## src/rtl/xtea_pkg.sv

```systemverilog
package xtea_pkg;

   localparam int unsigned WORD_WIDTH      = 32;
   localparam int unsigned KEY_WORDS       = 4;
   localparam int unsigned KEY_SEL_WIDTH   = 2;
   localparam int unsigned CSR_INDEX_WIDTH = 4;
   localparam int unsigned CYCLES_DEFAULT  = 32;

   localparam logic [WORD_WIDTH-1:0] XTEA_DELTA = 32'h9E37_79B9;

   localparam logic [CSR_INDEX_WIDTH-1:0] KEY_INDEX_ZERO  = 4'd0;
   localparam logic [CSR_INDEX_WIDTH-1:0] KEY_INDEX_ONE   = 4'd1;
   localparam logic [CSR_INDEX_WIDTH-1:0] KEY_INDEX_TWO   = 4'd2;
   localparam logic [CSR_INDEX_WIDTH-1:0] KEY_INDEX_THREE = 4'd3;

   typedef enum logic {
      MODE_ENCRYPT = 1'b0,
      MODE_DECRYPT = 1'b1
   } mode_type;

   typedef logic [KEY_WORDS-1:0][WORD_WIDTH-1:0] key_array_type;

   typedef struct packed {
      logic                  valid;
      mode_type              mode;
      logic [WORD_WIDTH-1:0] first;
      logic [WORD_WIDTH-1:0] second;
   } stage_type;

   function automatic logic [WORD_WIDTH-1:0] mix(input logic [WORD_WIDTH-1:0] v);
      mix = ((v << 4) ^ (v >> 5)) + v;
   endfunction

   function automatic logic [WORD_WIDTH-1:0] round_sum(input logic [WORD_WIDTH-1:0] steps);
      round_sum = steps * XTEA_DELTA;
   endfunction

endpackage

```

## src/rtl/xtea_cell.sv

```systemverilog
module xtea_cell #(
   parameter int unsigned ROUND  = 0,
   parameter int unsigned CYCLES = xtea_pkg::CYCLES_DEFAULT
) (
   input  logic                    clock,
   input  logic                    reset,
   input  logic                    advance,
   input  xtea_pkg::key_array_type keys,
   input  xtea_pkg::stage_type     stage_in,
   output xtea_pkg::stage_type     stage_out
);
   import xtea_pkg::*;

   localparam bit                        ODD       = (ROUND % 2) == 1;
   localparam int unsigned               ENC_STEPS = (ROUND + 1) / 2;
   localparam int unsigned               DEC_STEPS = CYCLES - ENC_STEPS;
   localparam logic [WORD_WIDTH-1:0]     ENC_SUM   = round_sum(WORD_WIDTH'(ENC_STEPS));
   localparam logic [WORD_WIDTH-1:0]     DEC_SUM   = round_sum(WORD_WIDTH'(DEC_STEPS));
   localparam logic [KEY_SEL_WIDTH-1:0]  ENC_KEY   = ODD ? ENC_SUM[12:11] : ENC_SUM[1:0];
   localparam logic [KEY_SEL_WIDTH-1:0]  DEC_KEY   = ODD ? DEC_SUM[1:0] : DEC_SUM[12:11];

   logic                     valid_ff;
   logic                     valid_in;
   mode_type                 mode_ff;
   logic [WORD_WIDTH-1:0]    first_ff;
   logic [WORD_WIDTH-1:0]    second_ff;
   logic [WORD_WIDTH-1:0]    first_in;
   logic [WORD_WIDTH-1:0]    second_in;
   logic                     decrypt;
   logic                     update_first;
   logic [WORD_WIDTH-1:0]    source;
   logic [WORD_WIDTH-1:0]    target;
   logic [WORD_WIDTH-1:0]    sum;
   logic [WORD_WIDTH-1:0]    key_word;
   logic [WORD_WIDTH-1:0]    round_mix;
   logic [WORD_WIDTH-1:0]    updated;

   always_comb begin
      decrypt      = (stage_in.mode == MODE_DECRYPT);
      update_first = decrypt ? ODD : !ODD;
      source       = update_first ? stage_in.second : stage_in.first;
      target       = update_first ? stage_in.first : stage_in.second;
      sum          = decrypt ? DEC_SUM : ENC_SUM;
      key_word     = keys[decrypt ? DEC_KEY : ENC_KEY];
      round_mix    = mix(source) ^ (sum + key_word);
      updated      = decrypt ? (target - round_mix) : (target + round_mix);
      first_in     = update_first ? updated : stage_in.first;
      second_in    = update_first ? stage_in.second : updated;
      valid_in     = advance ? stage_in.valid : valid_ff;
   end

   always_ff @(posedge clock) begin
      if (reset) begin
         valid_ff <= 1'b0;
      end else begin
         valid_ff <= valid_in;
      end
   end

   always_ff @(posedge clock) begin
      if (advance && stage_in.valid) begin
         mode_ff   <= stage_in.mode;
         first_ff  <= first_in;
         second_ff <= second_in;
      end
   end

   assign stage_out.valid  = valid_ff;
   assign stage_out.mode   = mode_ff;
   assign stage_out.first  = first_ff;
   assign stage_out.second = second_ff;

endmodule

```

## config.mk

```make
export PLATFORM = sky130hd
export DESIGN_NAME = xtea_cell
export DESIGN_NICKNAME = d
export VERILOG_FILES = /design/src/rtl/xtea_pkg.sv /design/src/rtl/xtea_cell.sv
export SDC_FILE = /design/constraint.sdc
export NUM_CORES = 1
export LEC_CHECK = 0
export BUFFER_PORTS_ARGS = -buffer_cell sky130_fd_sc_hd__buf_2
export CELL_PAD_IN_SITES_DETAIL_PLACEMENT = 2
export CELL_PAD_IN_SITES_GLOBAL_PLACEMENT = 2
export CORE_ASPECT_RATIO = 0.7
export CORE_UTILIZATION = 34
export DETAILED_ROUTE_END_ITERATION = 16
export MAX_ROUTING_LAYER = met4
export PLACE_DENSITY_LB_ADDON = 0.1
export SYNTH_ARGS = -nofsm -noshare
export SYNTH_HDL_FRONTEND = slang
export SYNTH_SLANG_ARGS = --single-unit
```

## constraint.sdc

```tcl
create_clock -name clock -period 23.2 [get_ports clock]
set_clock_uncertainty 0.05 [all_clocks]
set_input_delay 1.16 -clock clock [delete_from_list [all_inputs] [get_ports clock]]
set_output_delay 1.16 -clock clock [all_outputs]
set_load 0.01 [all_outputs]
```

==> After elaboration in Yosys (flattened, before gate mapping) <==
Index checks and enable logic that the tools add are counted.
{ "totals": {"reg_bits": 66, "input_bits": 197, "out_inout_bits": 66, "elab_cells": 21} }
{ "op_classes": {"addsub": 4, "order_cmp": 1, "muxes": 9, "bitwise_logic": 2, "n_reduce_logical": 1} }
{ "op_table": {"columns": ["op", "count"], "rows": [
  ["32-bit two-way mux", 7],
  ["32-bit adder", 3],
  ["32-bit binary-select mux with 2-bit select", 1],
  ["32-bit subtractor", 1],
  ["32-bit by 27-bit bitwise XOR with 32-bit output", 1],
  ["32-bit bitwise XOR", 1],
  ["2-bit by 3-bit less-than comparator with 1-bit output (second input constant)", 1],
  ["2-bit two-way mux", 1],
  ["1-bit logical AND", 1]
]} }

==> Longest topological paths before layout <==
{ "depth": {"ltp_word": 8, "ltp_mapped": 34, "mapped_depth_nobuf": 28} }

==> Least setup slack after synthesis <==
No wires, ideal clock.
{ "synth_timing": {"path_type": "input to register", "startpoint": "in stage_in[64] (netlist bit)", "endpoint": "reg first_ff[30], data pin", "setup_time_ns": 0.260, "arrival_ns": 7.962, "t_required_ns": 22.890, "setup_slack_ns": 14.929, "stages": 29, "path_buffers": 6, "path_cell_list": "buf_2 buf_2 buf_2 clkbuf_1 clkbuf_1 buf_1 mux2_2 ha_1 and2_1 a221o_1 o21ai_0 a21oi_1 xnor2_1 a211o_1 a2111oi_2 a21oi_1 xor2_1 ha_1 and4_1 and4_1 and3_1 o2bb2ai_1 a31oi_1 o2111ai_1 a311oi_1 o21bai_1 a21oi_1 xnor2_1 mux2_2"} }
{ "synth_via": {"elab_chain_cells": 8, "word_cells_on_any_way": 14, "classes_between": "4 x add/sub; 8 x mux; 2 x bitwise"} }
{ "synth_lines": {"columns": ["element", "line", "rtl"], "rows": [
  ["start, declared", "xtea_cell.sv:9", "input xtea_pkg::stage_type stage_in,"],
  ["2-bit two-way mux", "xtea_cell.sv:44", "key_word = keys[decrypt ? DEC_KEY : ENC_KEY];"],
  ["32-bit binary-select mux with 2-bit select", "xtea_cell.sv:44", null],
  ["32-bit two-way mux", "xtea_cell.sv:44", null],
  ["32-bit adder", "xtea_cell.sv:45", "round_mix = mix(source) ^ (sum + key_word);"],
  ["32-bit bitwise XOR", "xtea_cell.sv:45", null],
  ["32-bit adder or 32-bit subtractor (tied branches)", "xtea_cell.sv:46", "updated = decrypt ? (target - round_mix) : (target + round_mix);"],
  ["32-bit two-way mux", "xtea_cell.sv:46", null],
  ["32-bit two-way mux (*)", "xtea_cell.sv:47", "first_in = update_first ? updated : stage_in.first;"],
  ["named net first_in[30]", "xtea_cell.sv:27", "logic [WORD_WIDTH-1:0] first_in;"],
  ["end signal, assigned", "xtea_cell.sv:63", "first_ff <= first_in;"],
  ["end, declared", "xtea_cell.sv:25", "logic [WORD_WIDTH-1:0] first_ff;"]
]} }
Mark *: on every way through the listed nets, which the timed path passes. The rest lies on a longest branch. The select of a mux whose other input is x is not followed.
A chain may end at the register's enable or synchronous reset.

==> Worst setup path in the final report <==
Same ends and word-level chain as after synthesis.

==> flow_summary_export.csv <==
group,metric,value,unit
sta,max-slew-margin-rel,32.26,%
yosys,synth-seq-area-share,21.24,%
critical_path,critical-path-top-delay-family,"compound AO/OA/AOI/OAI gates",
yosys,synthTopCellsByCount,"nand2_1, xnor2_1, a21oi_1",
pwr,irDropWorstVdd,0.00003371,V
die,num_rows,50,
clock_network,clkLatencyLatePin,0.34,ns
layout,area_delta_synth_final,17.51,%
route,first_pass_iters,4,
pwr,power_density,104.0,mW/mm^2
pwr,p_int,0.0005834,W
sta,rsz0062_at_grt,"false",
critical_path,critPathSlowestCell,"buf_4",
sta,finalSetupTns,0,ns
critical_path,crit_type,"primary input to register",
die,die_h,140.2,um
pwr,clkPwrFrac,11.7,%
place,gp_congestion,0.8631,
die,io_pins,263,
yosys,synthFlopType,"edfxtp_1",
layout,drive_above_1_share,23.83,%
die,floorplan.initialDensity,34.67,%
yosys,synth_edf_count,65,
route,maxUsedRoutingLayer,"met4",
clock_network,post_cts_buffers,0,
yosys,synth_cells,1101,
route,drc_errors,0,
critical_path,crit_path_max_fanout,72,
yosys,synth.area.top_cells,"edfxtp_1, ha_1, xnor2_1",
layout,antenna_cells,0,
grt,grt_pass1_wl,52.22,mm
yosys,synth.top_cell.area_share,21.03,%
layout,num-fill-cells,3126,
sta,hold_viol_final,0,
yosys,synth.distinct_cells,84,
pwr,total_power,0.001134,W
critical_path,cp_slowest_stage_delay,0.69,ns
yosys,synth_nets,1381,
die,design.core.area,0.02678,mm^2
route,finalWirelength,33.64,mm
yosys,avgSynthCellArea,8.431,um^2
sta,drv_slew,0,
layout,finalNetCount,1560,
grt,grt_max_degree,73,
grt,grt_pass1_vias,9312,
run_status,status,"complete, no violations",
place,io_buffers,198,
clock_network,cts_resized,0,
grt,grt-ovfl-total,0,
clock_network,clockBufferDepth,2,
clock_network,htreeDepth,3,
route,wl_met3,983,um
yosys,synthMostInstantiatedCell,"nand2_1",
grt,antenna_found_initial,0,
die,die_area,0.02798,mm^2
sta,post-route-period-util,41.18,%
route,route.met2.wl,13.66,mm
route,drt_iter0_drc,392,
route,vias,8918,
clock_network,cts_tree,"yes",
critical_path,cp_num_buf_inv,3,
clock_network,cts_buffers,9,
sta,setup_viol,0,
critical_path,endpoint_kind,"register",
route,wl_per_cell,20.41,um
yosys,synth_top_area_cell,"edfxtp_1",
critical_path,start_kind,"primary input",
place,dp.cells,1633,
yosys,syn-cell-area,0.009283,mm^2
yosys,yosys_warnings,0,
pwr,combPwrFrac,72.1,%
route,ant_nets,0,
route,via_per_inst,5.411,
sta,fin_crit,9.553,ns
pwr,power.leakage,4.912,nW
clock_network,cts.sink_count,66,
pwr,seqPwrFrac,16.2,%
clock_network,clkTransAtPathRegs,0.05,ns
layout,fin_util,40.74,%
clock_network,hold_buffers,0,
critical_path,worstPathArrival,9.60,ns
run,cap_viol_max_count,0,
critical_path,required,23.24,ns
route,wirelength_met1,18.79,mm
hold_path,min_path_type,"register to register",
place,hpwl,28.26,mm
layout,final_cells,1648,
sta,tightestPinTransition,0.9906,ns
critical_path,cpMostUsedCell,"xnor2_1",
sta,max_freq,104.7,MHz
die,die_x,199.5,um
yosys,synthArstFlopShare,0,%
grt,grt_usage,24.86,%
pwr,switching_share,48.55,%
yosys,synth-seq-cells,66,
pwr,switchingPower,0.0005506,W
clock_network,cts_root_buf,"clkbuf_16",
==> tightest hold or removal path, cell delays in order (launching register included) <==
cell	delay, ns
dfxtp_1	0.32
a21oi_1	0.06
nor2_1	0.08
==> layer usage <==
metal  track usage (%)  vias up
li1                  -     4386
met1             38.42     4352
met2             35.25      169
met3             1.661       11
met4             4.098        0
met5                 -        -
==> sequential cells by signal (all words and copies together) (netlist names) <==
| register | count |
|---|---|
| second_ff | 32 |
| valid_ff | 1 |
| mode_ff | 1 |
| first_ff | 32 |
==> final cells by class <==
cell class                 count  area, um^2  area share, %
multi-input combinational    959        7015          64.31
sequential                    66        1972          18.08
timing repair buffer         203        1035          9.486
inverter                      41       153.9          1.411
tap                          364       455.4          4.175
clock buffer                  11       232.7          2.134
clock inverter                 4       43.79         0.4015
==> path summary, 6_finish.rpt <==
check,start,end,slack (ns),cells past startpoint
setup / recovery,stage_in[64],first_ff[30]$_DFFE_PP_,13.65,29
hold / removal,valid_ff$_SDFFE_PP0P_,valid_ff$_SDFFE_PP0P_,0.44,2
setup reg to reg,valid_ff$_SDFFE_PP0P_,valid_ff$_SDFFE_PP0P_,22.57,2
hold reg to reg,valid_ff$_SDFFE_PP0P_,valid_ff$_SDFFE_PP0P_,0.44,2
==> cells in the final DEF (no fill, tap or decap), drive strengths merged, types with 11 or more instances in the layout <==
cell,n
a21o,43
edfxtp,65
xnor2,101
clkbuf,11
and2,18
mux2,58
inv,41
o21ai,49
o21a,15
ha,81
a31oi,15
nor2b,23
nor3,19
xor2,48
nand2,146
nor2,60
nand4,12
buf,203
mux2i,14
a21oi,96
nand3,14
==> through the flow <==
stage | area [um^2] | hold slack, ns | setup WS, ns
2_1_floorplan | 9283 | 0.4076 | 14.93
3_3_place_gp | 10630 | 0.4200 | 13.73
3_5_place_dp | 10630 | 0.4348 | 13.51
4_1_cts | 10910 | 0.4475 | 13.78
5_1_grt | 10910 | 0.4990 | 13.18
6_report | 10910 | 0.4386 | 13.65
==> power by group through the flow <==
stage          registers, W  logic (W)  clock network (W)
2_1_floorplan      0.000198   0.000570                  0
3_3_place_gp       0.000185   0.000773                  0
3_5_place_dp       0.000186   0.000806                  0
4_1_cts            0.000184   0.000813           0.000135
5_1_grt            0.000186   0.000898           0.000139
6_report           0.000183   0.000818           0.000133
==> cell families (layout without fill, tap and decap cells) <==
family                     Yosys count  count (layout)  share of synthesized area, %
muxes                               72              72                         8.680
AOI/OAI and AO/OA                  309             309                         22.13
and+or+nand+nor                    341             341                         18.09
adders and majority gates           83              83                         11.35
DFF                                 66              66                         21.24
buffers and inverters               76             259                         3.194
xor gates and xnor gates           154             154                         15.31
Power figures use the tool's default switching activity.
